**config.mk**
```make
export PLATFORM = sky130hd
export DESIGN_NAME = nlcp_step
export DESIGN_NICKNAME = d
export VERILOG_FILES = /design/src/nlcp_pkg.sv /design/src/nlcp_step.sv
export SDC_FILE = /design/constraint.sdc
export NUM_CORES = 1
export LEC_CHECK = 0
export BUFFER_PORTS_ARGS = -buffer_cell sky130_fd_sc_hd__buf_2
export CAP_MARGIN = 10
export CORE_AREA = 4 4 317 257
export DETAILED_ROUTE_END_ITERATION = 8
export DIE_AREA = 0 0 321 261
export PLACE_DENSITY = 0.46
export SLEW_MARGIN = 40
export SYNTH_ARGS = -nofsm -noshare
export SYNTH_HDL_FRONTEND = slang
export SYNTH_SLANG_ARGS = --single-unit
```
**constraint.sdc**
```tcl
create_clock -name vclk -period 16.4
set_input_delay 3.28 -clock vclk [all_inputs]
set_output_delay 3.28 -clock vclk [all_outputs]
set_load 0.01 [all_outputs]
```
**src/nlcp_pkg.sv**
```systemverilog
package nlcp_pkg;

    localparam int unsigned ValueWidth = 32;
    localparam int unsigned CharWidth  = 8;
    localparam logic [2:0] MaxFracDigits = 3'd5;

    localparam logic [7:0] CH_ZERO   = 8'h30;
    localparam logic [7:0] CH_SEVEN  = 8'h37;
    localparam logic [7:0] CH_NINE   = 8'h39;
    localparam logic [7:0] CH_UP_A   = 8'h41;
    localparam logic [7:0] CH_UP_F   = 8'h46;
    localparam logic [7:0] CH_LO_A   = 8'h61;
    localparam logic [7:0] CH_LO_F   = 8'h66;
    localparam logic [7:0] CH_UP_X   = 8'h58;
    localparam logic [7:0] CH_LO_X   = 8'h78;
    localparam logic [7:0] CH_UP_B   = 8'h42;
    localparam logic [7:0] CH_LO_B   = 8'h62;
    localparam logic [7:0] CH_MINUS  = 8'h2D;
    localparam logic [7:0] CH_DOT    = 8'h2E;

    localparam logic [7:0] CH_UP_A_OFS = 8'h37;
    localparam logic [7:0] CH_LO_A_OFS = 8'h57;

    localparam logic [31:0] FixedPosMax = 32'h0000_7FFF;
    localparam logic [31:0] FixedNegMin = 32'hFFFF_8000;
    localparam logic [31:0] OctetMax    = 32'd255;

    typedef enum logic [3:0] {
        PH_IDLE,
        PH_ZERO,
        PH_PREFIX,
        PH_FIRST,
        PH_FRAC,
        PH_THIRD,
        PH_FOURTH
    } t_phase;

    typedef enum logic [1:0] {
        RDX_DEC = 2'd0,
        RDX_HEX = 2'd1,
        RDX_OCT = 2'd2,
        RDX_BIN = 2'd3
    } t_radix;

    typedef struct packed {
        t_phase      phase;
        t_radix      radix;
        logic        negative;
        logic [31:0] first_field;
        logic [31:0] fraction_sum;
        logic [2:0]  fraction_count;
        logic        fraction_open;
        logic [31:0] second_field;
        logic [31:0] third_field;
        logic [31:0] fourth_field;
    } t_state;

    localparam t_state STATE_RESET = '{
        phase:          PH_IDLE,
        radix:          RDX_DEC,
        negative:       1'b0,
        first_field:    32'd0,
        fraction_sum:   32'd0,
        fraction_count: 3'd0,
        fraction_open:  1'b1,
        second_field:   32'd0,
        third_field:    32'd0,
        fourth_field:   32'd0
    };

    typedef struct packed {
        logic       valid;
        logic [3:0] value;
    } t_digit;

    typedef struct packed {
        logic        emit;
        logic [31:0] value;
    } t_step_out;

    function automatic t_digit digit_of(input logic [7:0] c);
        t_digit d;
        d.valid = 1'b1;
        if (c >= CH_ZERO && c <= CH_NINE) begin
            d.value = 4'(c - CH_ZERO);
        end else if (c >= CH_UP_A && c <= CH_UP_F) begin
            d.value = 4'(c - CH_UP_A_OFS);
        end else if (c >= CH_LO_A && c <= CH_LO_F) begin
            d.value = 4'(c - CH_LO_A_OFS);
        end else begin
            d.valid = 1'b0;
            d.value = 4'd0;
        end
        return d;
    endfunction

    function automatic logic [31:0] mul_radix(input logic [31:0] v, input t_radix r);
        logic [31:0] m;
        case (r)
            RDX_HEX: m = v << 4;
            RDX_OCT: m = v << 3;
            RDX_BIN: m = v << 1;
            default: m = (v << 3) + (v << 1);
        endcase
        return m;
    endfunction

    function automatic logic [31:0] frac_weight(input logic [2:0] idx);
        logic [31:0] w;
        case (idx)
            3'd0:    w = 32'd429496730;
            3'd1:    w = 32'd42949673;
            3'd2:    w = 32'd4294968;
            3'd3:    w = 32'd429497;
            3'd4:    w = 32'd42950;
            default: w = 32'd0;
        endcase
        return w;
    endfunction

endpackage

```
**src/nlcp_step.sv**
```systemverilog
module nlcp_step import nlcp_pkg::*; (
    input  t_state               i_state,
    input  logic [CharWidth-1:0] i_character,
    output t_state               o_next,
    output t_step_out            o_result
);

    t_digit      w_dig;
    logic        w_first_dot;
    logic        w_dotted_ok;
    logic [31:0] w_first_next;
    logic [31:0] w_fixed;
    logic [16:0] w_frac_round;
    logic [31:0] w_packed3;
    logic [31:0] w_packed4;
    logic [31:0] w_raw;
    logic        w_neg;
    logic        w_prefix_char;
    logic        w_oct_char;
    logic        w_frac_take;
    logic [2:0]  w_count_inc;

    assign w_dig        = digit_of(i_character);
    assign w_first_next = mul_radix(i_state.first_field, i_state.radix)
                          + {28'd0, w_dig.value};
    assign w_first_dot  = (i_character == CH_DOT) && (i_state.radix == RDX_DEC)
                          && (i_state.first_field <= FixedPosMax
                              || i_state.first_field >= FixedNegMin);
    assign w_dotted_ok  = (i_character == CH_DOT) && (i_state.first_field <= OctetMax)
                          && !i_state.negative && (i_state.second_field <= OctetMax);
    assign w_prefix_char = (i_character == CH_LO_X) || (i_character == CH_UP_X)
                          || (i_character == CH_LO_B) || (i_character == CH_UP_B);
    assign w_oct_char   = (i_character >= CH_ZERO) && (i_character <= CH_SEVEN);

    assign w_frac_round = {1'b0, i_state.fraction_sum[31:16]}
                          + {16'd0, |i_state.fraction_sum[15:12]};
    assign w_fixed      = {i_state.first_field[15:0], w_frac_round[15:0]};
    assign w_packed3    = (i_state.first_field << 16) | (i_state.second_field << 8)
                          | i_state.third_field;
    assign w_packed4    = (w_packed3 << 8) | i_state.fourth_field;

    assign w_frac_take  = i_state.fraction_open && (w_dig.value <= 4'd9)
                          && (i_state.fraction_count < MaxFracDigits);
    assign w_count_inc  = i_state.fraction_count + 3'd1;

    // next state
    always_comb begin
        o_next = i_state;
        unique case (i_state.phase)
            PH_IDLE, PH_ZERO, PH_PREFIX, PH_FIRST: begin
                if (i_state.phase == PH_IDLE && i_character == CH_ZERO) begin
                    o_next.phase = PH_ZERO;
                end else if ((i_state.phase == PH_IDLE || i_state.phase == PH_PREFIX)
                             && i_character == CH_MINUS) begin
                    o_next.negative = 1'b1;
                    o_next.phase    = PH_FIRST;
                end else if (i_state.phase == PH_ZERO && w_prefix_char) begin
                    o_next.radix = (i_character == CH_LO_X || i_character == CH_UP_X)
                                   ? RDX_HEX : RDX_BIN;
                    o_next.phase = PH_PREFIX;
                end else if (i_state.phase == PH_ZERO && w_oct_char) begin
                    o_next.radix       = RDX_OCT;
                    o_next.phase       = PH_FIRST;
                    o_next.first_field = mul_radix(i_state.first_field, RDX_OCT)
                                         + {28'd0, w_dig.value};
                end else begin
                    o_next.phase = PH_FIRST;
                    if (w_dig.valid) begin
                        o_next.first_field = w_first_next;
                    end else if (w_first_dot) begin
                        o_next.phase = PH_FRAC;
                    end
                end
            end
            PH_FRAC: begin
                if (w_dig.valid) begin
                    o_next.second_field = mul_radix(i_state.second_field, RDX_DEC)
                                          + {28'd0, w_dig.value};
                    if (w_frac_take) begin
                        o_next.fraction_sum = i_state.fraction_sum
                            + ({28'd0, w_dig.value} * frac_weight(i_state.fraction_count));
                        o_next.fraction_count = w_count_inc;
                        if (w_count_inc >= MaxFracDigits) begin
                            o_next.fraction_open = 1'b0;
                        end
                    end else begin
                        o_next.fraction_open = 1'b0;
                    end
                end else if (w_dotted_ok) begin
                    o_next.phase = PH_THIRD;
                end
            end
            PH_THIRD: begin
                if (w_dig.valid) begin
                    o_next.third_field = mul_radix(i_state.third_field, RDX_DEC)
                                         + {28'd0, w_dig.value};
                end else if (i_character == CH_DOT) begin
                    o_next.phase = PH_FOURTH;
                end
            end
            PH_FOURTH: begin
                if (w_dig.valid) begin
                    o_next.fourth_field = mul_radix(i_state.fourth_field, RDX_DEC)
                                          + {28'd0, w_dig.value};
                end
            end
            default: begin
                o_next = STATE_RESET;
            end
        endcase
    end

    // result
    always_comb begin
        o_result.emit = 1'b0;
        w_raw         = i_state.first_field;
        w_neg         = i_state.negative;
        unique case (i_state.phase)
            PH_IDLE: begin
                o_result.emit = (i_character != CH_ZERO) && (i_character != CH_MINUS)
                                && !w_dig.valid && !w_first_dot;
            end
            PH_ZERO: begin
                o_result.emit = !w_prefix_char && !w_dig.valid && !w_first_dot;
            end
            PH_PREFIX: begin
                o_result.emit = (i_character != CH_MINUS) && !w_dig.valid && !w_first_dot;
            end
            PH_FIRST: begin
                o_result.emit = !w_dig.valid && !w_first_dot;
            end
            PH_FRAC: begin
                o_result.emit = !w_dig.valid && !w_dotted_ok;
                w_raw         = w_fixed;
            end
            PH_THIRD: begin
                o_result.emit = !w_dig.valid && (i_character != CH_DOT);
                w_raw         = w_packed3;
                w_neg         = 1'b0;
            end
            PH_FOURTH: begin
                o_result.emit = !w_dig.valid;
                w_raw         = w_packed4;
                w_neg         = 1'b0;
            end
            default: begin
                o_result.emit = 1'b0;
            end
        endcase
        o_result.value = w_neg ? (32'd0 - w_raw) : w_raw;
    end

endmodule

```
Yosys cells after proc, flatten, opt, wreduce, memory -nomap -nowiden --
Cells that the tools add are included.
Storage, ports and cells: bits in registers 0, input bits 179, output and inout bits 204, logic and storage cells 158
Operators by class: $add $sub $neg 16, multipliers 1, order comparisons 14, eq/ne operators 23, muxes and demuxes 56, bitwise logic cells 3, reductions and logical operators 45
Operators with widths (number):
- 32-bit 2-to-1 mux | 21
- 32-bit case mux with 3 select lines | 2
- 32-bit adder | 5
- 32-bit by 4-bit adder with 32-bit output | 5
- 29-bit case mux with 5 select lines | 1
- 68-bit case mux with 2 select lines | 1
- 32-bit case mux with 2 select lines | 2
- 32-bit OR | 3
- 35-bit 2-to-1 mux | 2
- 35-bit case mux with 2 select lines | 1
- 68-bit 2-to-1 mux | 1
- 32-bit by 8-bit less-or-equal comparator with 1-bit output (second input constant) | 2
- 4-bit 2-to-1 mux | 11
- 8-bit by 7-bit == test with 1-bit output (second input constant) | 4
- 32-bit greater-or-equal comparator (second input constant) | 1
- 32-bit by 15-bit less-or-equal comparator with 1-bit output (second input constant) | 1
- 4-bit by 32-bit multiplier with 32-bit output | 1
- 1-bit by 32-bit subtractor with 32-bit output (first input constant) | 1
- 1-bit logical AND | 25
- 8-bit by 6-bit == test with 1-bit output (second input constant) | 3
- 8-bit by 6-bit inequality test with 1-bit output (second input constant) | 3
- 6-bit OR reduction | 3
- 16-bit by 1-bit adder with 16-bit output | 1
- 8-bit by 7-bit greater-or-equal comparator with 1-bit output (second input constant) | 2
- other kinds (31) | 56

Logic depth before layout (Yosys ltp) --
depth in word-level cells 16, gate-level depth with buffers 31

Worst setup path before layout --
OpenSTA, ideal clock, no wires.
path kind in2out, from input port i_character[0], to output port o_next[125] (netlist name), data arrival time 9.554 ns, path slack 3.566 ns, stages on the path 30, path buffers 2, cell sequence inv_1 > ha_1 > nor3b_1 > nor4_1 > o311a_1 > nor2_1 > or2_2 > clkbuf_1 > clkbuf_1 > nor2_1 > inv_1 > fa_1 > inv_1 > fa_1 > inv_1 > fa_1 > inv_1 > ha_1 > a21o_1 > a221oi_1 > o21ai_0 > a211oi_1 > a311oi_1 > o21ai_0 > nand2_1 > a21o_1 > a31o_2 > a21oi_1 > xnor2_1 > o21ai_0
RTL lines:
- start: declaration | RTL line nlcp_step.sv:3 | input logic [CharWidth-1:0] i_character,
- end: declaration | RTL line nlcp_step.sv:4 | output t_state o_next,

==> results.md <==
* Fin area at 22300 µm²
* Min-delay src: i_state[111]
* Syn avg cell area at 6.68 µm²
* Dpl hpwl at 82700 µm
* Synth warn at 0
* Routed vias at around 23000
* Crit path kind: input pin to output port
* Pin count of the biggest net entering global routing at 72
* First-pass GRT wire length at 142000 µm
* Crit path required time at 13.12 ns
* Setup violations, final at 0
* Top cells by count, synth: nand2_1, o21ai_0, inv_1, nor2_1, a21oi_1
* Layout cells sized above 1 at between 15 and 20%
* Grt total ovfl at 0
* RSZ-0062 raised after global routing: false
* Yosys top cell area share at 12.3%
* Routed WL at 99200 µm
* Slew @ Worst Pin at 0.894 ns
* Die height at roughly 260 µm
* Sequential cell count at 0
* # IOs at 383
* Post-Synthesis Cells at 2903
* Pwr dens at 34.3 nW/µm²
* Setup TNS Final at 0 ns
* Starting density of the core at 24.8%
* Placed cell area at 22200 µm²
* Sequential area share after synthesis at 0%
* Critical-path maximum fanout at 14
* VDD IR max at 0.0154 mV
* Synthesis-to-layout area growth at 14.8%
* Initial antenna violation count at 19
* Global placer's final weighted congestion at 0.961
* Footprint of the multi-input gates at about 18000 µm²
* CP Capture Type: output port
* Period utilisation layout at 88.0%
* Clock buf count at 0
* Post-CTS Setup Repair Bufs at 0
* Rel. slew slack at 39.8%
* CP startpoint kind: input pin
* Wire length per cell at 23.5 µm
* DRT Pass-1 Iters at 5
* Largest stage delay on the critical path at between 0.6 and 0.7 ns
* Hold Buf Count CTS at 0
* Pins over their slew limit at 0
* Hold crit path type: input pin to output port
* Critical Path AT at 11.15 ns
* Max cap viols at 0
* DRC at 0
* Cell Rows at 92
* Syn nets at 3350
* # fillers at between 8000 and 9000
* Most area-consuming cells after synthesis: ha_1, xnor2_1, fa_1
* Fin nets at 3622
* Outcome: finished, final reports clean
* Port Buf Inserts at approximately 380
* CP max-delay cell: fa_1
* Worst path bufs/invs at 6
* Synth Cell Area at 19400 µm²
* Routed Antenna Nets at 0
* Via/cell ratio at ~5.5
* Initial DRC Count at 2118
* Sequential cell area at 0 µm²
* Critical path launch point: i_character[0]
* Most common cell in the netlist: nand2_1
* Yosys cell types at 119
* CORE AREA at 78300 µm²
* Max Clock Freq at a little under 70 MHz
* Die X at 321 µm
* PnR worst setup slack at between 1.5 and 2 ns
* GRT Total Usage at between 20% and 30%
* CP delay by family, top: compound AO/OA/AOI/OAI gates
* DP Worst Slack at ~2.1 ns
* Leakage at between 0.01 and 0.015 µW
* Tmin final at 14.43 ns
* Die area at 83800 µm²
* Synth area leader: ha_1
* Vias in the first global route at 21600
* Final hold vios at 0
* Post-CTS resize count at 0
## power breakdown
part,switching [µW],leakage (µW),internal [µW]
Sequential,0,0,0
Combinational,490,0.0100,274
Clock,0,0.0000000698,0.0000155
Total,490,0.0100,274
## logic make-up after synthesis
group | count (synthesis) | synth area share [%]
xor+xnor | 293 | 13.3
other cells | 1 | 0.0193
simple gates | 1008 | 25.2
buf+inv | 371 | 8.10
compound gates | 932 | 31.1
mux | 30 | 1.98
fa+ha+maj | 268 | 20.3
## layout by cell type (no fill, tap or decap), types with 27 or more instances in the layout
master,synthesis,layout
nand2_1,361,357
a21oi_1,204,201
and3_1,32,32
nand2b_1,37,37
buf_2,25,382
fa_1,77,77
nand4_1,27,27
a21o_1,69,69
xnor2_1,179,179
inv_1,235,235
nand3_1,87,87
and2_1,31,31
o21ai_0,283,282
nor2_1,214,212
nor3_1,66,64
nor2b_1,32,31
ha_1,191,191
xor2_1,113,113
## tightest hold or removal path, delay by kind of cell
family	cells	cell delay, ns
compound gates	1	0.05
buf+inv	2	0.20
simple gates	1	0.04
## area by class of cell
class / instances / area share (%)
inverters: 236 / 3.98
diodes: 11 / 0.124
well taps: 1034 / 5.81
multi-input cells: 2532 / 80.5
repair buffers: 405 / 9.56
## metrics by stage
| stage | util, % | total power (µW) | cells | hold slack, ns |
|---|---|---|---|---|
| after CTS | 28.4 | 754 | 4207 | 6.86 |
| after global placement | 28.2 | 750 | 4203 | 6.86 |
| after detailed placement | 28.4 | 749 | 4207 | 6.86 |
| final | 28.4 | 764 | 4218 | 6.86 |
| after floorplan | - | 491 | 2903 | 6.67 |
| after global routing | 28.4 | 832 | 4212 | 6.88 |
## routing by layer
metal  wire length [µm]  track usage, %  vias up
met3               9790            5.57      122
li1                   -               -    10900
met5                128           0.798        -
met4               2920            5.97        8
met2              40000            32.5     1022
met1              46400            32.3    11000
## final timing paths
check	to	slack, ns	cells after the start
hold / removal	o_next[111]	6.86	4
setup / recovery	o_next[130]	1.97	28
Power figures use the tool's default switching activity.
