--- config.mk ---
export PLATFORM = sky130hd
export DESIGN_NAME = nlcp_in_stage
export DESIGN_NICKNAME = d
export VERILOG_FILES = /design/src/nlcp_pkg.sv /design/src/nlcp_in_stage.sv
export SDC_FILE = /design/constraint.sdc
export NUM_CORES = 1
export LEC_CHECK = 0
export ABC_AREA = 1
export BUFFER_PORTS_ARGS = -buffer_cell sky130_fd_sc_hd__buf_2
export CORE_AREA = 2 2 39 41
export CTS_CLUSTER_SIZE = 40
export DETAILED_ROUTE_END_ITERATION = 7
export DIE_AREA = 0 0 41 43
export GPL_TIMING_DRIVEN = 0
export SETUP_SLACK_MARGIN = 0.02
export SLEW_MARGIN = 20
export SYNTH_ARGS = -nofsm -noshare
export SYNTH_HDL_FRONTEND = slang
export SYNTH_SLANG_ARGS = --single-unit
export TNS_END_PERCENT = 5
--- constraint.sdc ---
create_clock -name i_clk -period 1.5 [get_ports i_clk]
set_clock_uncertainty 0.15 [all_clocks]
set_input_delay 0.3 -clock i_clk [delete_from_list [all_inputs] [get_ports i_clk]]
set_output_delay 0.3 -clock i_clk [all_outputs]
set_load 0.01 [all_outputs]
--- src/nlcp_pkg.sv ---
package nlcp_pkg;

    localparam int unsigned ValueWidth = 32;
    localparam int unsigned CharWidth  = 8;
    localparam logic [2:0] MaxFracDigits = 3'd5;

    localparam logic [7:0] CH_ZERO   = 8'h30;
    localparam logic [7:0] CH_SEVEN  = 8'h37;
    localparam logic [7:0] CH_NINE   = 8'h39;
    localparam logic [7:0] CH_UP_A   = 8'h41;
    localparam logic [7:0] CH_UP_F   = 8'h46;
    localparam logic [7:0] CH_LO_A   = 8'h61;
    localparam logic [7:0] CH_LO_F   = 8'h66;
    localparam logic [7:0] CH_UP_X   = 8'h58;
    localparam logic [7:0] CH_LO_X   = 8'h78;
    localparam logic [7:0] CH_UP_B   = 8'h42;
    localparam logic [7:0] CH_LO_B   = 8'h62;
    localparam logic [7:0] CH_MINUS  = 8'h2D;
    localparam logic [7:0] CH_DOT    = 8'h2E;

    localparam logic [7:0] CH_UP_A_OFS = 8'h37;
    localparam logic [7:0] CH_LO_A_OFS = 8'h57;

    localparam logic [31:0] FixedPosMax = 32'h0000_7FFF;
    localparam logic [31:0] FixedNegMin = 32'hFFFF_8000;
    localparam logic [31:0] OctetMax    = 32'd255;

    typedef enum logic [3:0] {
        PH_IDLE,
        PH_ZERO,
        PH_PREFIX,
        PH_FIRST,
        PH_FRAC,
        PH_THIRD,
        PH_FOURTH
    } t_phase;

    typedef enum logic [1:0] {
        RDX_DEC = 2'd0,
        RDX_HEX = 2'd1,
        RDX_OCT = 2'd2,
        RDX_BIN = 2'd3
    } t_radix;

    typedef struct packed {
        t_phase      phase;
        t_radix      radix;
        logic        negative;
        logic [31:0] first_field;
        logic [31:0] fraction_sum;
        logic [2:0]  fraction_count;
        logic        fraction_open;
        logic [31:0] second_field;
        logic [31:0] third_field;
        logic [31:0] fourth_field;
    } t_state;

    localparam t_state STATE_RESET = '{
        phase:          PH_IDLE,
        radix:          RDX_DEC,
        negative:       1'b0,
        first_field:    32'd0,
        fraction_sum:   32'd0,
        fraction_count: 3'd0,
        fraction_open:  1'b1,
        second_field:   32'd0,
        third_field:    32'd0,
        fourth_field:   32'd0
    };

    typedef struct packed {
        logic       valid;
        logic [3:0] value;
    } t_digit;

    typedef struct packed {
        logic        emit;
        logic [31:0] value;
    } t_step_out;

    function automatic t_digit digit_of(input logic [7:0] c);
        t_digit d;
        d.valid = 1'b1;
        if (c >= CH_ZERO && c <= CH_NINE) begin
            d.value = 4'(c - CH_ZERO);
        end else if (c >= CH_UP_A && c <= CH_UP_F) begin
            d.value = 4'(c - CH_UP_A_OFS);
        end else if (c >= CH_LO_A && c <= CH_LO_F) begin
            d.value = 4'(c - CH_LO_A_OFS);
        end else begin
            d.valid = 1'b0;
            d.value = 4'd0;
        end
        return d;
    endfunction

    function automatic logic [31:0] mul_radix(input logic [31:0] v, input t_radix r);
        logic [31:0] m;
        case (r)
            RDX_HEX: m = v << 4;
            RDX_OCT: m = v << 3;
            RDX_BIN: m = v << 1;
            default: m = (v << 3) + (v << 1);
        endcase
        return m;
    endfunction

    function automatic logic [31:0] frac_weight(input logic [2:0] idx);
        logic [31:0] w;
        case (idx)
            3'd0:    w = 32'd429496730;
            3'd1:    w = 32'd42949673;
            3'd2:    w = 32'd4294968;
            3'd3:    w = 32'd429497;
            3'd4:    w = 32'd42950;
            default: w = 32'd0;
        endcase
        return w;
    endfunction

endpackage

--- src/nlcp_in_stage.sv ---
module nlcp_in_stage import nlcp_pkg::*; (
    input  logic                 i_clk,
    input  logic                 i_rst_n,
    input  logic                 i_valid,
    input  logic [CharWidth-1:0] i_character,
    output logic                 o_ready,
    input  logic                 i_fire,
    output logic                 o_valid,
    output logic [CharWidth-1:0] o_character
);

    logic                 r_valid;
    logic [CharWidth-1:0] r_character;
    logic                 w_accept;

    assign o_ready  = !r_valid || i_fire;
    assign w_accept = i_valid && o_ready;

    always_ff @(posedge i_clk) begin
        if (!i_rst_n) begin
            r_valid <= 1'b0;
        end else if (w_accept) begin
            r_valid <= 1'b1;
        end else if (i_fire) begin
            r_valid <= 1'b0;
        end
    end

    always_ff @(posedge i_clk) begin
        if (w_accept) begin
            r_character <= i_character;
        end
    end

    assign o_valid     = r_valid;
    assign o_character = r_character;

endmodule

==> Word-level counts from Yosys, hierarchy flattened <==
Index checks and enable logic that the tools add are counted.
W data, S select, Z words.
{ "totals": {"register_bits": 9, "word_cells": 8} }
{ "classes": {"mux": 2, "reduce_logical": 4} }
{ "op_table": {"columns": ["cell", "n"], "rows": [
  ["$mux W1", 2],
  ["$reduce_bool A2 Y1", 1],
  ["$logic_and A1 B1 Y1", 1],
  ["$logic_not A1 Y1", 1],
  ["$logic_or A1 B1 Y1", 1]
]} }

==> Logic depth before layout (Yosys ltp) <==
Gate-level depths: netlist (run 1).
{ "logic_depth": {"word_depth": 4, "depth_mapped": 3, "mapped_depth_nobuf": 3} }

==> Least setup slack after synthesis (run 1) <==
OpenSTA, ideal clock, no wires.
{ "synth_timing": {"path_type": "reg-to-reg", "startpoint": "register r_valid (netlist: o_valid)", "endpoint": "register r_character[0] (netlist: o_character[0]), enable pin", "arrival_ns": 0.823, "required_time_ns": 0.975, "path_slack_ns": 0.152, "path_stages_with_launch": 2, "period_less_slack_ns": 1.348, "path_cell_list": "dfxtp_1 -> a21oi_1"} }
{ "synth_between": {"elab_chain_cells": 3} }
{ "synth_lines": {"columns": ["item", "line_no", "rtl"], "rows": [
  ["start, declared", "nlcp_in_stage.sv:12", "logic r_valid;"],
  ["start signal, assigned", "nlcp_in_stage.sv:21", "r_valid <= 1'b0;"],
  ["start signal, assigned", "nlcp_in_stage.sv:23", "r_valid <= 1'b1;"],
  ["start signal, assigned", "nlcp_in_stage.sv:25", "r_valid <= 1'b0;"],
  ["$logic_not A1 Y1", "nlcp_in_stage.sv:16", "assign o_ready = !r_valid || i_fire;"],
  ["$logic_or A1 B1 Y1", "nlcp_in_stage.sv:16", null],
  ["$logic_and A1 B1 Y1", "nlcp_in_stage.sv:17", "assign w_accept = i_valid && o_ready;"],
  ["net w_accept", "nlcp_in_stage.sv:14", "logic w_accept;"],
  ["end signal, assigned", "nlcp_in_stage.sv:31", "r_character <= i_character;"],
  ["end, declared", "nlcp_in_stage.sv:13", "logic [CharWidth-1:0] r_character;"]
]} }
The timed path passes the listed nets, and every way through them passes these cells.
A chain may end at the register's enable or synchronous reset.

==> Worst setup path after layout (run 1) <==
{ "layout_timing": {"startpoint": "register r_valid (netlist: o_valid)", "endpoint": "output o_ready"} }
{ "layout_between": {"elab_chain_cells": 2} }
{ "layout_lines": {"columns": ["item", "line_no", "rtl"], "rows": [
  ["$logic_not A1 Y1", "nlcp_in_stage.sv:16", null],
  ["$logic_or A1 B1 Y1", "nlcp_in_stage.sv:16", null],
  ["end, declared", "nlcp_in_stage.sv:6", "output logic o_ready,"]
]} }
Every way passes these cells.

==> impl_metrics.yaml, run 1 <==
run_status:
  status: "complete, no violations"
timing:
  fmax_mhz: 773
  layout_min_cycle_time_ns: 1.29
  tightest_slew_ns: 0.444
  slew_violations: 0
  setup_viol: 0
  rsz0062_at_grt: "false"
  hold_ws_ns: 0.0678
  timing.final.crit_share_pct: 86.2
  slew-limit-headroom_pct: 70.4
  hold_viol_final: 0
critical_path:
  cp-end-kind: "primary output"
  path_max_fanout: 3
  critPathArrivalTime_ns: 0.84
  reg2regPathDepth: 1
  critPathKind: "flop to primary output"
  startpoint_type: "flop"
  crit_required_ns: 1.05
routing:
  firstDrtPassIters: 2
  drc: 0
  drt_first_iter_violations: 1
  drt-total-wl_um: 556
  viasPerCell: 3.71
  antenna_left: 0
  vias: 208
  wl_per_cell_um: 9.93
floorplan:
  core_sq_um: 1380
  floorplan.initialDensity_pct: 21.1
  num_rows: 14
  dieWidth_um: 41
  ioPinCount: 22
  die_height_um: 43
  dieArea_sq_um: 1760
global_routing:
  grt_pass1_vias: 212
  antenna_found_initial: 0
  grt_pass1_wl_um: 834
  grt_overflow: 0
  grt.total_usage_pct: 8.46
  grt_max_degree: 9
yosys:
  synth_top_area_share_pct: 82.4
  synth_area_sq_um: 292
  synthMuxAreaShare_pct: 0
  syn-num-nets: 27
  syn_avg_cell_area_sq_um: 19.4
  synth_warnings: 0
  synth-xor-area-share_pct: 0
  synth.distinct_cells: 7
  synth_compound_area_share_pct: 4.72
  synth_top_family_by_area: "compound AO/OA/AOI/OAI gates"
  yosys.area.top_type: "edfxtp_1"
  synthAdderAreaFrac_pct: 0
  syn_inst: 15
  seq_area_frac_synth_pct: 89.3
  synth_seq_cells: 9
  synthSimpleGateAreaFrac_pct: 2.15
  synth.area.top_cells: "edfxtp_1, dfxtp_1, a21oi_2"
clock_network:
  cts_tree: "yes"
  clk_latency_ns: 0.25
  cts_root_buf: "clkbuf_4"
  clk_pin_slew_ns: 0.06
  cts_setup_buffers: 0
  htree_levels: 1
  tritoncts_num_sinks: 9
  cts_buffer_depth: 2
  cts_buffers: 3
placement:
  port_buffers: 21
  gp_congestion: 0.631
  dp_hpwl_um: 454
worst_hold_path:
  hold_path_class: "input port to flop"
  hold-path-cell-count: 1
pwr:
  peakVddDrop_mv: 0.362
  finalPower_mw: 0.526
  cellLeakagePower_nw: 0.203
  powerDensity_nw_per_um2: 1180
finish:
  area_delta_synth_final_pct: 53.2
  layout-drive-gt1-share_pct: 70.0
  fin_nets: 53
  antenna_cells: 0
flow_run:
  cap_viol_max_count: 0
==> per-stage QoR <==
step	worst slack, ns	std cells	utilization (%)	TNS, ns	area, sq um
6_report	0.207	56	32.3	0	447
5_1_grt	0.149	56	32.3	0	447
4_1_cts	0.187	56	32.3	0	447
3_5_place_dp	-0.0599	52	30.1	-0.478	417
3_3_place_gp	-0.0249	52	30.1	-0.198	417
2_1_floorplan	0.152	15	-	0	292
==> metal layers <==
| metal | part of all wire (%) | up-vias | routed length (um) | global-route usage, % |
|---|---|---|---|---|
| met3 | 21 | 2 | 119 | 7.85 |
| li1 | - | 102 | - | - |
| met2 | 31 | 22 | 175 | 8.44 |
| met5 | 0 | - | 0 | 0 |
| met4 | 1.4 | 0 | 8 | 10.0 |
| met1 | 45 | 82 | 252 | 8.78 |
==> registers in the layout (all words and copies together) (netlist names) <==
name	count
o_character	8
o_valid	1
==> cell usage in the layout (no fill, tap or decap) <==
cell type	synthesis	layout
a21oi_2	1	2
buf_2	0	21
clkbuf_1	0	1
clkbuf_4	0	3
dfxtp_1	1	1
edfxtp_1	8	8
inv_1	2	2
inv_2	1	1
nand2_2	1	1
==> worst paths after layout <==
kind / start / end / slack (ns)
max: o_valid / o_ready / 0.21
min: i_character[3] / o_character[3] / 0.07
max reg2reg: o_valid / o_character[1] / 0.28
min reg2reg: o_valid / o_valid / 0.35
==> synth_stat cells <==
cell type	number
edfxtp_1	8
inv_1	2
a21oi_1	1
a21oi_2	1
dfxtp_1	1
inv_2	1
nand2_2	1
==> final cells by class <==
cell class	instances	area, sq um
clock buffers	4	26.3
multi-input cells	3	23.8
inverters	3	11.3
fillers	141	937
well taps	16	20.0
flip-flops and latches	9	260
repair buffers	21	105
==> where the power goes <==
| part | internal, mW | switching [mW] | total (mW) |
|---|---|---|---|
| Combinational | 0.0228 | 0.0254 | 0.0482 |
| Clock | 0.102 | 0.0803 | 0.183 |
| Sequential | 0.290 | 0.00475 | 0.295 |
==> repair_timing <==
action,in CTS,in global routing
gates resized for setup,1,0
endpoints found under the setup margin,8,0
hold buffers,0,0
==> kinds of logic (layout without fill, tap and decap cells) <==
logic type             after synthesis  in the layout
AND/OR/NAND/NOR                      1              1
buffers and inverters                3             28
AO/OA/AOI/OAI                        2              2
flip-flops                           9              9
==> worst max-delay path, stage by stage, from the launching register on <==
cell and delay, ns:
dfxtp_1 0.38, nand2_2 0.08, buf_2 0.14
Note: power is estimated with default switching activity, not from simulation.
==> run 2, diff against run 1 <==
CELL_PAD_IN_SITES_DETAIL_PLACEMENT = 0   (was not set)
CELL_PAD_IN_SITES_GLOBAL_PLACEMENT = 1   (was not set)
PLACE_DENSITY_LB_ADDON = 0.1   (was not set)
clock period = 1.1 ns   (was 1.5 ns; I/O delays follow)
==> impl_metrics.yaml, run 2 (synthesis gave the netlist of run 1 again) <==
timing:
  setup_viol: 10
  rsz0062_at_grt: "true"
  hold_ws_ns: 0.0470
  tightest_slew_ns: 0.279
  fmax_mhz: 866
  hold_viol_final: 0
  layout_min_cycle_time_ns: 1.15
  slew-limit-headroom_pct: 81.4
  timing.final.crit_share_pct: 105
  worst_slack_ns: -0.0545
  slew_violations: 0
critical_path:
  path_buf_inv: 1
  cpPeakStageDelay_ns: 0.37
  crit_required_ns: 0.73
  r2r-start: "o_valid"
  path_max_fanout: 3
  startpoint_type: "flop"
  critPathKind: "flop to primary output"
  cp-end-kind: "primary output"
  crit_start: "o_valid"
  critPathArrivalTime_ns: 0.78
  path_cells: "nand2_4, buf_6"
  crit_family: "flip-flops"
  slowest_stage: "dfxtp_4"
placement:
  dp_hpwl_um: 451
  place_area_sq_um: 428
  pre_cts_slack_ns: -0.0157
  gp_congestion: 0.500
  port_buffers: 21
  place_inst: 52
finish:
  layout-drive-gt1-share_pct: 61.2
  finalInstanceArea_sq_um: 557
  mostFrequentLayoutCells: "buf_2, dlygate4sd3_1, edfxtp_1"
  multi_input_area_sq_um: 36.3
  fill_cells: 142
  largest_reg_flops: 8
  seq_area_sq_um: 264
  mostFrequentLayoutCell: "buf_2"
  area_delta_synth_final_pct: 91.0
  fin_nets: 62
  stdcell_count: 65
  utilization_pct: 40.2
  antenna_cells: 0
floorplan:
  num_rows: 14
  floorplan.initialDensity_pct: 21.1
  dieWidth_um: 41
  die_height_um: 43
  dieArea_sq_um: 1760
  ioPinCount: 22
  core_sq_um: 1380
routing:
  firstDrtPassIters: 2
  viasPerCell: 3.65
  wl_per_cell_um: 8.97
  drt_first_iter_violations: 1
  vias: 237
  route.met2.wl_um: 334
  wl_met3_um: 57
  antenna_left: 0
  drt-total-wl_um: 583
  drc: 0
  highest_layer: "met3"
  drt-met1-wl_um: 191
global_routing:
  grt_max_degree: 9
  grt.total_usage_pct: 8.55
  grt_pass1_vias: 244
  grt_overflow: 0
  grt_pass1_wl_um: 931
  antenna_found_initial: 0
clock_network:
  clk_latency_ns: 0.25
  tritoncts_num_sinks: 9
  cts_buffer_depth: 2
  cts_root_buf: "clkbuf_4"
  cts_tree: "yes"
  htree_levels: 1
  clk_pin_slew_ns: 0.06
  cts_buffers: 3
worst_hold_path:
  hold_path_class: "input port to flop"
  min_from: "i_rst_n"
run_status:
  violations: "setup timing"
  status: "finished with violations"
pwr:
  peakVddDrop_mv: 0.560
  powerDensity_nw_per_um2: 1330
  cellLeakagePower_nw: 0.252
flow_run:
  cap_viol_max_count: 0
==> run 2: area by class of cell <==
| class | instances | share of cell area, % |
|---|---|---|
| Sequential cell | 9 | 47.4 |
| Timing Repair Buffer | 30 | 35.7 |
| Multi-Input combinational cell | 3 | 6.52 |
| Clock buffer | 4 | 4.72 |
| Tap cell | 16 | 3.60 |
| Inverter | 3 | 2.02 |
==> run 2: worst paths after layout <==
kind         depth (start not counted)  slack (ns)        endpoint
max                                  2       -0.05         o_ready
min                                  3        0.05         o_valid
max reg2reg                          1        0.01  o_character[4]
min reg2reg                          3        0.44         o_valid
==> run 2: repair_timing <==
| action | in CTS | in global routing |
|---|---|---|
| pin swaps | 1 | 0 |
| endpoints found under the setup margin | 18 | 18 |
| endpoints found under the hold margin | 7 | 1 |
| hold buffers | 7 | 1 |
| buffers inserted | 0 | 1 |
| gates resized for setup | 4 | 0 |
==> run 2: power by group <==
group          switching [mW]  internal, mW
clock                   0.100         0.139
combinational          0.0416        0.0551
sequential            0.00729         0.395
==> run 2: metal layers <==
metal | track usage [%] | vias up
li1 | - | 120
met1 | 7.74 | 104
met2 | 13.4 | 13
met3 | 3.14 | 0
met4 | 8.00 | 0
met5 | 0 | -
==> run 2: stage by stage <==
step	total power, mW	setup TNS [ns]
global route	0.784	-0.735
CTS	0.749	-0.347
global placement	0.477	-0.0310
finish	0.738	-0.173
detailed placement	0.480	-0.124
floorplan	0.439	0
