## config.mk

```make
export PLATFORM = sky130hd
export DESIGN_NAME = nlcp_out_stage
export DESIGN_NICKNAME = d
export VERILOG_FILES = /design/src/nlcp_pkg.sv /design/src/nlcp_out_stage.sv
export SDC_FILE = /design/constraint.sdc
export NUM_CORES = 1
export LEC_CHECK = 0
export ABC_AREA = 1
export BUFFER_PORTS_ARGS = -buffer_cell sky130_fd_sc_hd__buf_2
export CAP_MARGIN = 15
export CELL_PAD_IN_SITES_DETAIL_PLACEMENT = 0
export CELL_PAD_IN_SITES_GLOBAL_PLACEMENT = 1
export CORE_ASPECT_RATIO = 0.75
export CORE_MARGIN = 2
export CORE_UTILIZATION = 30
export DETAILED_ROUTE_END_ITERATION = 7
export PLACE_DENSITY_LB_ADDON = 0.3
export SETUP_SLACK_MARGIN = 0.5
export SLEW_MARGIN = 30
export SYNTH_ARGS = -nofsm -noshare
export SYNTH_HDL_FRONTEND = slang
export SYNTH_SLANG_ARGS = --single-unit
```

## constraint.sdc

```tcl
create_clock -name i_clk -period 3 [get_ports i_clk]
set_input_delay 0.15 -clock i_clk [delete_from_list [all_inputs] [get_ports i_clk]]
set_output_delay 0.15 -clock i_clk [all_outputs]
set_load 0.02 [all_outputs]
```

## src/nlcp_pkg.sv

```systemverilog
package nlcp_pkg;

    localparam int unsigned ValueWidth = 32;
    localparam int unsigned CharWidth  = 8;
    localparam logic [2:0] MaxFracDigits = 3'd5;

    localparam logic [7:0] CH_ZERO   = 8'h30;
    localparam logic [7:0] CH_SEVEN  = 8'h37;
    localparam logic [7:0] CH_NINE   = 8'h39;
    localparam logic [7:0] CH_UP_A   = 8'h41;
    localparam logic [7:0] CH_UP_F   = 8'h46;
    localparam logic [7:0] CH_LO_A   = 8'h61;
    localparam logic [7:0] CH_LO_F   = 8'h66;
    localparam logic [7:0] CH_UP_X   = 8'h58;
    localparam logic [7:0] CH_LO_X   = 8'h78;
    localparam logic [7:0] CH_UP_B   = 8'h42;
    localparam logic [7:0] CH_LO_B   = 8'h62;
    localparam logic [7:0] CH_MINUS  = 8'h2D;
    localparam logic [7:0] CH_DOT    = 8'h2E;

    localparam logic [7:0] CH_UP_A_OFS = 8'h37;
    localparam logic [7:0] CH_LO_A_OFS = 8'h57;

    localparam logic [31:0] FixedPosMax = 32'h0000_7FFF;
    localparam logic [31:0] FixedNegMin = 32'hFFFF_8000;
    localparam logic [31:0] OctetMax    = 32'd255;

    typedef enum logic [3:0] {
        PH_IDLE,
        PH_ZERO,
        PH_PREFIX,
        PH_FIRST,
        PH_FRAC,
        PH_THIRD,
        PH_FOURTH
    } t_phase;

    typedef enum logic [1:0] {
        RDX_DEC = 2'd0,
        RDX_HEX = 2'd1,
        RDX_OCT = 2'd2,
        RDX_BIN = 2'd3
    } t_radix;

    typedef struct packed {
        t_phase      phase;
        t_radix      radix;
        logic        negative;
        logic [31:0] first_field;
        logic [31:0] fraction_sum;
        logic [2:0]  fraction_count;
        logic        fraction_open;
        logic [31:0] second_field;
        logic [31:0] third_field;
        logic [31:0] fourth_field;
    } t_state;

    localparam t_state STATE_RESET = '{
        phase:          PH_IDLE,
        radix:          RDX_DEC,
        negative:       1'b0,
        first_field:    32'd0,
        fraction_sum:   32'd0,
        fraction_count: 3'd0,
        fraction_open:  1'b1,
        second_field:   32'd0,
        third_field:    32'd0,
        fourth_field:   32'd0
    };

    typedef struct packed {
        logic       valid;
        logic [3:0] value;
    } t_digit;

    typedef struct packed {
        logic        emit;
        logic [31:0] value;
    } t_step_out;

    function automatic t_digit digit_of(input logic [7:0] c);
        t_digit d;
        d.valid = 1'b1;
        if (c >= CH_ZERO && c <= CH_NINE) begin
            d.value = 4'(c - CH_ZERO);
        end else if (c >= CH_UP_A && c <= CH_UP_F) begin
            d.value = 4'(c - CH_UP_A_OFS);
        end else if (c >= CH_LO_A && c <= CH_LO_F) begin
            d.value = 4'(c - CH_LO_A_OFS);
        end else begin
            d.valid = 1'b0;
            d.value = 4'd0;
        end
        return d;
    endfunction

    function automatic logic [31:0] mul_radix(input logic [31:0] v, input t_radix r);
        logic [31:0] m;
        case (r)
            RDX_HEX: m = v << 4;
            RDX_OCT: m = v << 3;
            RDX_BIN: m = v << 1;
            default: m = (v << 3) + (v << 1);
        endcase
        return m;
    endfunction

    function automatic logic [31:0] frac_weight(input logic [2:0] idx);
        logic [31:0] w;
        case (idx)
            3'd0:    w = 32'd429496730;
            3'd1:    w = 32'd42949673;
            3'd2:    w = 32'd4294968;
            3'd3:    w = 32'd429497;
            3'd4:    w = 32'd42950;
            default: w = 32'd0;
        endcase
        return w;
    endfunction

endpackage

```

## src/nlcp_out_stage.sv

```systemverilog
module nlcp_out_stage import nlcp_pkg::*; (
    input  logic                  i_clk,
    input  logic                  i_rst_n,
    input  logic                  i_fire,
    input  t_step_out             i_result,
    output logic                  o_can_take,
    output logic                  o_valid,
    output logic [ValueWidth-1:0] o_value,
    input  logic                  i_ready
);

    logic                  r_valid;
    logic [ValueWidth-1:0] r_value;
    logic                  w_load;

    assign o_can_take = !r_valid || i_ready;
    assign w_load     = i_fire && i_result.emit;

    always_ff @(posedge i_clk) begin
        if (!i_rst_n) begin
            r_valid <= 1'b0;
        end else if (w_load) begin
            r_valid <= 1'b1;
        end else if (i_ready) begin
            r_valid <= 1'b0;
        end
    end

    always_ff @(posedge i_clk) begin
        if (w_load) begin
            r_value <= i_result.value;
        end
    end

    assign o_valid = r_valid;
    assign o_value = r_value;

endmodule

```

## Yosys cells after proc, flatten, opt, wreduce, memory -nomap -nowiden

Cells that the tools add are included.

- Logic and storage cells: 8
- Memories kept: 0
- Output and inout port bits: 34
- Bits in writable memories: 0
- Bits in latches: 0
- Register bits after elaboration: 33
- Input bits: 37
- Bits in read-only memories: 0

- Eq/ne operators: 0
- Add/subtract/negate cells: 0
- $lt $le $gt $ge: 0
- Divide/modulo/power cells: 0
- Shift operators: 0
- Bitwise gates (word level): 0
- Multiply operators: 0
- Multiplexer cells: 2
- Reductions and logical operators: 4

Operators with widths:

| kind | count |
|---|---|
| $mux 1 | 2 |
| $reduce_bool 2->1 | 1 |
| $logic_and 1x1->1 | 1 |
| $logic_not 1->1 | 1 |
| $logic_or 1x1->1 | 1 |

## Logic depth before layout (Yosys ltp)

Gate-level depths: netlist of run 1.

- Word-level depth: 2
- Gate-level depth with buffers: 3
- Mapped depth without buffers: 3

## Worst setup path before layout of run 1

OpenSTA, ideal clock, no wires.

- Path type: input port to flip-flop
- From: in i_fire
- To: reg r_value[0] (netlist: o_value[0]), enable pin
- Data arrival time: 859 ps
- Path slack: 1754 ps
- Required time: 2613 ps
- Setup time: 387 ps
- Path buffers: 0
- Cell stages on the path: 2
- Cell sequence: nand2_1 > inv_1

- Word-level cells in the longest chain between the ends: 1

Ends and longest elaborated chain:

| element | line | RTL |
|---|---|---|
| from (decl) | nlcp_out_stage.sv:4 | `input logic i_fire,` |
| $logic_and 1x1->1 | nlcp_out_stage.sv:17 | `assign w_load = i_fire && i_result.emit;` |
| via w_load | nlcp_out_stage.sv:14 | `logic w_load;` |
| to (signal assigned) | nlcp_out_stage.sv:31 | `r_value <= i_result.value;` |
| to (decl) | nlcp_out_stage.sv:13 | `logic [ValueWidth-1:0] r_value;` |

The timed path passes the listed nets, and every way through them passes these cells.
A chain may end at the register's enable or synchronous reset.

## Final worst setup path of run 1

- From: reg r_valid (netlist: o_valid)
- To: out o_can_take

- Word-level cells in the longest chain between the ends: 2

Ends and longest elaborated chain:

| element | line | RTL |
|---|---|---|
| from (decl) | nlcp_out_stage.sv:12 | `logic r_valid;` |
| from (signal assigned) | nlcp_out_stage.sv:21 | `r_valid <= 1'b0;` |
| from (signal assigned) | nlcp_out_stage.sv:23 | `r_valid <= 1'b1;` |
| from (signal assigned) | nlcp_out_stage.sv:25 | `r_valid <= 1'b0;` |
| $logic_not 1->1 | nlcp_out_stage.sv:16 | `assign o_can_take = !r_valid \|\| i_ready;` |
| $logic_or 1x1->1 | nlcp_out_stage.sv:16 |  |
| to (decl) | nlcp_out_stage.sv:6 | `output logic o_can_take,` |

Every way passes these cells.

==> results of run 1 <==
-- layer usage --
| layer | vias to the layer above | track usage, % | routed length, um |
|---|---|---|---|
| met4 | 0 | 7.55 | 47 |
| li1 | 302 | - | - |
| met5 | - | 0 | 0 |
| met1 | 289 | 10.6 | 656 |
| met2 | 38 | 14.3 | 835 |
| met3 | 6 | 8.29 | 279 |
-- critical path: stages, from the launching register on --
cell and delay [ps]:
sky130_fd_sc_hd__dfxtp_1 340, sky130_fd_sc_hd__nand2_2 70, sky130_fd_sc_hd__buf_2 150
-- final cells by class --
cell class              instances  share of cell area [%]
flip-flops and latches         33                    65.3
repair buffers                 71                    23.8
clock buffers                   6                    4.83
well taps                      40                    3.33
multi-input cells               3                    1.25
inverters                       3                   0.750
clock inverters                 2                   0.667
-- power by group through the flow --
stage          logic (uW)  clock network (uW)  registers, uW
6_report              100                 308            546
5_1_grt               108                 348            549
4_1_cts               102                 323            547
3_5_place_dp          102                   0            556
3_3_place_gp          102                   0            555
2_1_floorplan        8.85                   0            598
-- flip-flops by register name, indices dropped and copies added, names as in the netlist --
| register | flops |
|---|---|
| o_value | 32 |
| o_valid | 1 |
-- metrics by stage --
stage | instance area (sq um) | setup slack (ps) | cells
floorplan | 1010 | 1750 | 39
global placement | 1420 | 1940 | 150
detailed placement | 1420 | 1910 | 150
CTS | 1500 | 2000 | 158
global route | 1500 | 1960 | 158
finish | 1500 | 2020 | 158
-- kinds of logic after synthesis --
family | synth area share [%]
DFF | 97.0
and+or+nand+nor | 0.990
buffers and inverters | 1.11
AOI/OAI and AO/OA | 0.866
-- worst min-delay path by stage --
stage	from	end	slack (ps)	cells after the start
after floorplan	i_result[0]	o_value[0]$_DFFE_PP_	250	0
after global placement	i_result[2]	o_value[2]$_DFFE_PP_	330	1
after detailed placement	i_result[14]	o_value[14]$_DFFE_PP_	330	1
after CTS	i_result[14]	o_value[14]$_DFFE_PP_	30	1
after global routing	i_result[23]	o_value[23]$_DFFE_PP_	20	1
final	i_result[1]	o_value[1]$_DFFE_PP_	40	1
-- layout by cell type (no fill, tap or decap) --
cell type / count
sky130_fd_sc_hd__edfxtp_1: 32
sky130_fd_sc_hd__clkinv_2: 2
sky130_fd_sc_hd__nand2_1: 1
sky130_fd_sc_hd__clkbuf_8: 5
sky130_fd_sc_hd__buf_2: 70
sky130_fd_sc_hd__clkbuf_1: 1
sky130_fd_sc_hd__buf_4: 1
sky130_fd_sc_hd__dfxtp_1: 1
sky130_fd_sc_hd__nand2_2: 1
sky130_fd_sc_hd__a21oi_2: 1
sky130_fd_sc_hd__inv_1: 3
==> run metrics, run 1 <==
result of the run=finished clean; top-area cell type share of the netlist area=a little over nine tenths; Critical Path Start=o_valid$_SDFFE_PN0P_; number of port buffers=70; reg2reg end=o_valid$_SDFFE_PN0P_; via count of the first global-routing pass=around 560; final number of max-transition violations=0; Remaining Overflow, GRT=0; maximum number of pins on one net before global-route repair=33; number of instances in the synthesized netlist=39; final clock period utilization by the worst path=32.8%; clock network fraction of design power=between 30% and 40%; number of hold buffers added after CTS=0; fin util=46.0%; post-detail-place hpwl=around 1300 um; sw frac=around 23%; setup repair after global routing missed its margin=false; nature of the critical path endpoint=output pin; final setup violation count=0; maximum vdd drop=about 0.31 mV; CTS clk-pin slew, worst paths=around 60 ps; data arrival time of the critical path=between 800 and 900 ps; total die area=between 3000 and 4000 sq um; area taken by multi-input logic gates=approximately 19 sq um; via count=635; smallest hold slack=~42 ps; Max Clk Rate=1020 MHz; CTS Sinks=33; max cap viols=0; fraction of registers with async set/reset=0%; initial core utilization=about 31%; measured slew at the worst slew-check pin=~390 ps; element type at the critical path start=register; required time worst endpoint=between 2000 and 3000 ps; number of post-CTS setup repair buffers=0; chip height=54.3 um; maximum fanout along the worst path=2; final setup TNS=0 ps; Netlist Area Pre-Place=1010 sq um; total CTS buffers=5; launching point of the worst reg2reg path=o_valid$_SDFFE_PN0P_; Synth Net Count=76; predominant post-synthesis flop cell=sky130_fd_sc_hd__edfxtp_1; Die X-Extent=71.0 um; area of the core region=between 3000 and 4000 sq um; power spent charging and discharging nets=217 uW; final number of hold-violating endpoints=0; worst setup path end=o_can_take; dominant cell by count in the synthesized netlist=sky130_fd_sc_hd__edfxtp_1; count of instances resized after the clock tree is built=0; headroom to the max-slew limit=between 70% and 80%; wire length reported by the detailed router=1820 um; Global Route Usage Sum=between 10 and 15%; FF+latch count, synth=33; first-pass iteration count of the detailed router=3; number of synthesized flops with an enable pin=32; Wirelength per Cell=~12 um; fraction of final layout cells sized beyond drive strength 1=roughly two thirds; fill cell instance count of the final layout=approximately 290; combinational share of power=a little over a tenth; critical path type=register to output pin; post-synth cell types=6; fin nets=154; count of H-tree levels built during CTS=2; share of power burned in registers=57.2%; clock tree from TritonCTS=done; mean number of vias per cell=between 4 and 5; initial drt markers=47; PnR Total Power=roughly 950 uW; Ant. Diodes=0; Sequential cell area=between 900 and 1000 sq um; register-to-register setup slack=between 2000 and 2500 ps; number of remaining DRC errors=0; clock skew=0 ps; row cnt=18; most area-hungry cell type in the Yosys netlist=sky130_fd_sc_hd__edfxtp_1; clock insertion delay at the later pin of the skew report=280 ps; pwr dens=636 nW/um^2; Commonest cells post-synth=32 x sky130_fd_sc_hd__edfxtp_1, 3 x sky130_fd_sc_hd__inv_1; first-pass GRT wire length=approximately 2700 um; area grow syn2layout=48.5%; sequential element share of the synthesized area=between 90% and 100%; Clock Tree Buf Depth=2; internal power=737 uW; Synth warnings=0; leading cell types by total area after synthesis=sky130_fd_sc_hd__edfxtp_1 95%, sky130_fd_sc_hd__dfxtp_1 2.0%, sky130_fd_sc_hd__inv_1 1.1%; number of antenna violations at the first check in global routing=0; min-delay worst type=primary input to register; antenna violation net count after detailed routing=0; Routability Congestion=between 0.6 and 0.7; R2R depth=2; IO Count=71; Static Leakage=approximately 0.00066 uW; final critical delay including setup and external delays=slightly below 1000 ps; Clock Tree Root=sky130_fd_sc_hd__clkbuf_8; Synth Area per Inst=25.9 sq um
Power figures use the tool's default switching activity.
==> run 2: changes to the inputs <==
--- a/config.mk
+++ b/config.mk
@@ -12,7 +12,7 @@
 export CELL_PAD_IN_SITES_GLOBAL_PLACEMENT = 1
 export CORE_ASPECT_RATIO = 0.75
 export CORE_MARGIN = 2
-export CORE_UTILIZATION = 30
+export CORE_UTILIZATION = 28
 export DETAILED_ROUTE_END_ITERATION = 7
 export PLACE_DENSITY_LB_ADDON = 0.3
 export SETUP_SLACK_MARGIN = 0.5
==> constraint.sdc (replaced) <==
create_clock -name i_clk -period 0.9 [get_ports i_clk]
set_input_delay 0.045 -clock i_clk [delete_from_list [all_inputs] [get_ports i_clk]]
set_output_delay 0.045 -clock i_clk [all_outputs]
set_load 0.02 [all_outputs]
==> run 2 against run 1 <==
Effect of this change:
- via count increased by 8.8%
- die area is 6.7% higher
- utilization increased by 11 points
- total power grew to 3.6 times the previous value
- sequential power increased to 3.4 times the previous value
- the run now ends with hold timing left
==> run metrics, run 2 (synthesis results as in run 1) <==
number of antenna violations at the first check in global routing=0; power spent charging and discharging nets=~750 uW; hold path start=i_result[29]; combined buffer and inverter count along the critical path=1; CTS Sinks=33; hold worst-path end=o_value[29]$_DFFE_PP_; Remaining Overflow, GRT=0; final number of hold-violating endpoints=32; smallest hold slack=-54.9 ps; violations in the final reports=hold timing; max cap viols=0; via count=~690; maximum vdd drop=1.28 mV; CP delay by family, top=flip-flops; setup slack after layout=between 40 and 50 ps; critical path type=register to output pin; final number of max-transition violations=0; WHS Path Cells=1; Post-Place Cell Area=~1500 sq um; clock tree from TritonCTS=done; Global Route Usage Sum=a little over a tenth; Clock Tree Root=sky130_fd_sc_hd__clkbuf_8; maximum fanout along the worst path=1; final critical delay including setup and external delays=about 860 ps; sw frac=21.9%; result of the run=complete, but fails checks; element type at the critical path start=register; number of port buffers=70; row cnt=18; Largest register FFs=32; initial drt markers=26; clock network fraction of design power=~29%; count of H-tree levels built during CTS=2; Die X-Extent=~73 um; Ant. Diodes=0; area grow syn2layout=92.0%; CTS clk-pin slew, worst paths=60 ps; Max Clk Rate=between 1000 and 1500 MHz; pwr dens=about 1800 nW/um^2; IO Count=slightly above 70; Static Leakage=~0.0008 uW; clock insertion delay at the later pin of the skew report=approximately 270 ps; R2R depth=3; mean number of vias per cell=slightly above 4; total die area=slightly above 4000 sq um; min-delay worst type=primary input to register; required time worst endpoint=between 800 and 900 ps; Clock Tree Buf Depth=2; via count of the first global-routing pass=between 700 and 800; number of placed instances, taps included=about 150; antenna violation net count after detailed routing=0; clock skew=0 ps; PnR Total Power=~3400 uW; final setup violation count=0; fin nets=approximately 160; number of remaining DRC errors=0; Routability Congestion=around 0.66; fraction of final layout cells sized beyond drive strength 1=a little under three quarters; slowest cell on the critical path=sky130_fd_sc_hd__edfxtp_1; final clock period utilization by the worst path=a little over nine tenths; setup repair after global routing missed its margin=true; combinational share of power=between 15 and 20%; pre-CTS WS=around 90 ps; data arrival time of the critical path=810 ps; Finished Cell Area=around 1900 sq um; measured slew at the worst slew-check pin=approximately 94 ps; nature of the critical path endpoint=output pin; most frequent standard cell in the layout excluding fill and tap cells=sky130_fd_sc_hd__buf_6; first-pass GRT wire length=3110 um; area of the core region=roughly 3400 sq um; initial core utilization=29.9%; post-detail-place hpwl=~1500 um; reg2reg end=o_valid$_SDFFE_PN0P_; final instance count without filler cells=between 150 and 200; chip height=56.0 um; commonest cells after routing, fill and taps aside=38 x sky130_fd_sc_hd__buf_6, 34 x sky130_fd_sc_hd__buf_2, 32 x sky130_fd_sc_hd__edfxtp_1, 5 x sky130_fd_sc_hd__clkbuf_8, 3 x sky130_fd_sc_hd__clkbuf_1; headroom to the max-slew limit=roughly 94%; share of power burned in registers=about 54%; first-pass iteration count of the detailed router=2; internal power=2670 uW; register-to-register setup slack=about 180 ps; maximum number of pins on one net before global-route repair=10; total CTS buffers=5; Wirelength per Cell=13.7 um; wire length reported by the detailed router=~2300 um; largest stage delay on the critical path=about 400 ps; launching point of the worst reg2reg path=o_valid$_SDFFE_PN0P_; cells traversed along the worst timing path=buf_6
==> run 2: power by group through the flow <==
stage | logic [uW] | clock network, uW | registers [uW]
global route | 597 | 1130 | 1860
finish | 565 | 1010 | 1850
detailed placement | 376 | 0 | 1850
CTS | 434 | 1070 | 1820
global placement | 368 | 0 | 1850
floorplan | 36.2 | 0 | 1990
==> run 2: layout make-up <==
type                       count  area [sq um]
sequential                    33           985
fill                         280          1440
inverter                       3          15.0
tap                           40          50.0
multi-input combinational      3          47.5
timing repair buffer          81           763
clock buffer                   8          80.1
==> run 2: how the worst max path moves through the flow <==
stage                         startpoint                     to  slack (ps)  depth (start not counted)
global route        o_value[3]$_DFFE_PP_             o_value[3]         -10                          1
floorplan                         i_fire   o_value[0]$_DFFE_PP_         -10                          2
detailed placement                i_fire  o_value[18]$_DFFE_PP_          90                          4
global placement                  i_fire  o_value[22]$_DFFE_PP_         100                          4
CTS                 o_value[3]$_DFFE_PP_             o_value[3]          20                          1
finish              o_value[3]$_DFFE_PP_             o_value[3]          40                          1
==> run 2: routing by layer <==
layer / up-vias / GRT usage (%) / wire length [um]
li1: 324 / - / -
met1: 315 / 10.7 / 859
met2: 50 / 16.1 / 1110
met3: 2 / 9.42 / 314
met4: 0 / 5.45 / 17
met5: - / 0 / 0
==> run 2: metrics by stage <==
step	utilization, %	setup TNS [ps]
2_1_floorplan	-	-311
3_3_place_gp	43.8	0
3_5_place_dp	43.8	0
4_1_cts	49.6	0
5_1_grt	57.4	-22.0
6_report	57.4	0
==> run 2: timing repair <==
action                                  4_1_cts  5_1_grt
endpoints found under the hold margin        33       32
gates resized for setup                      11       70
pin swaps                                     1        2
buffers inserted                              4        2
endpoints found under the setup margin       67       67
gates cloned                                  2        1
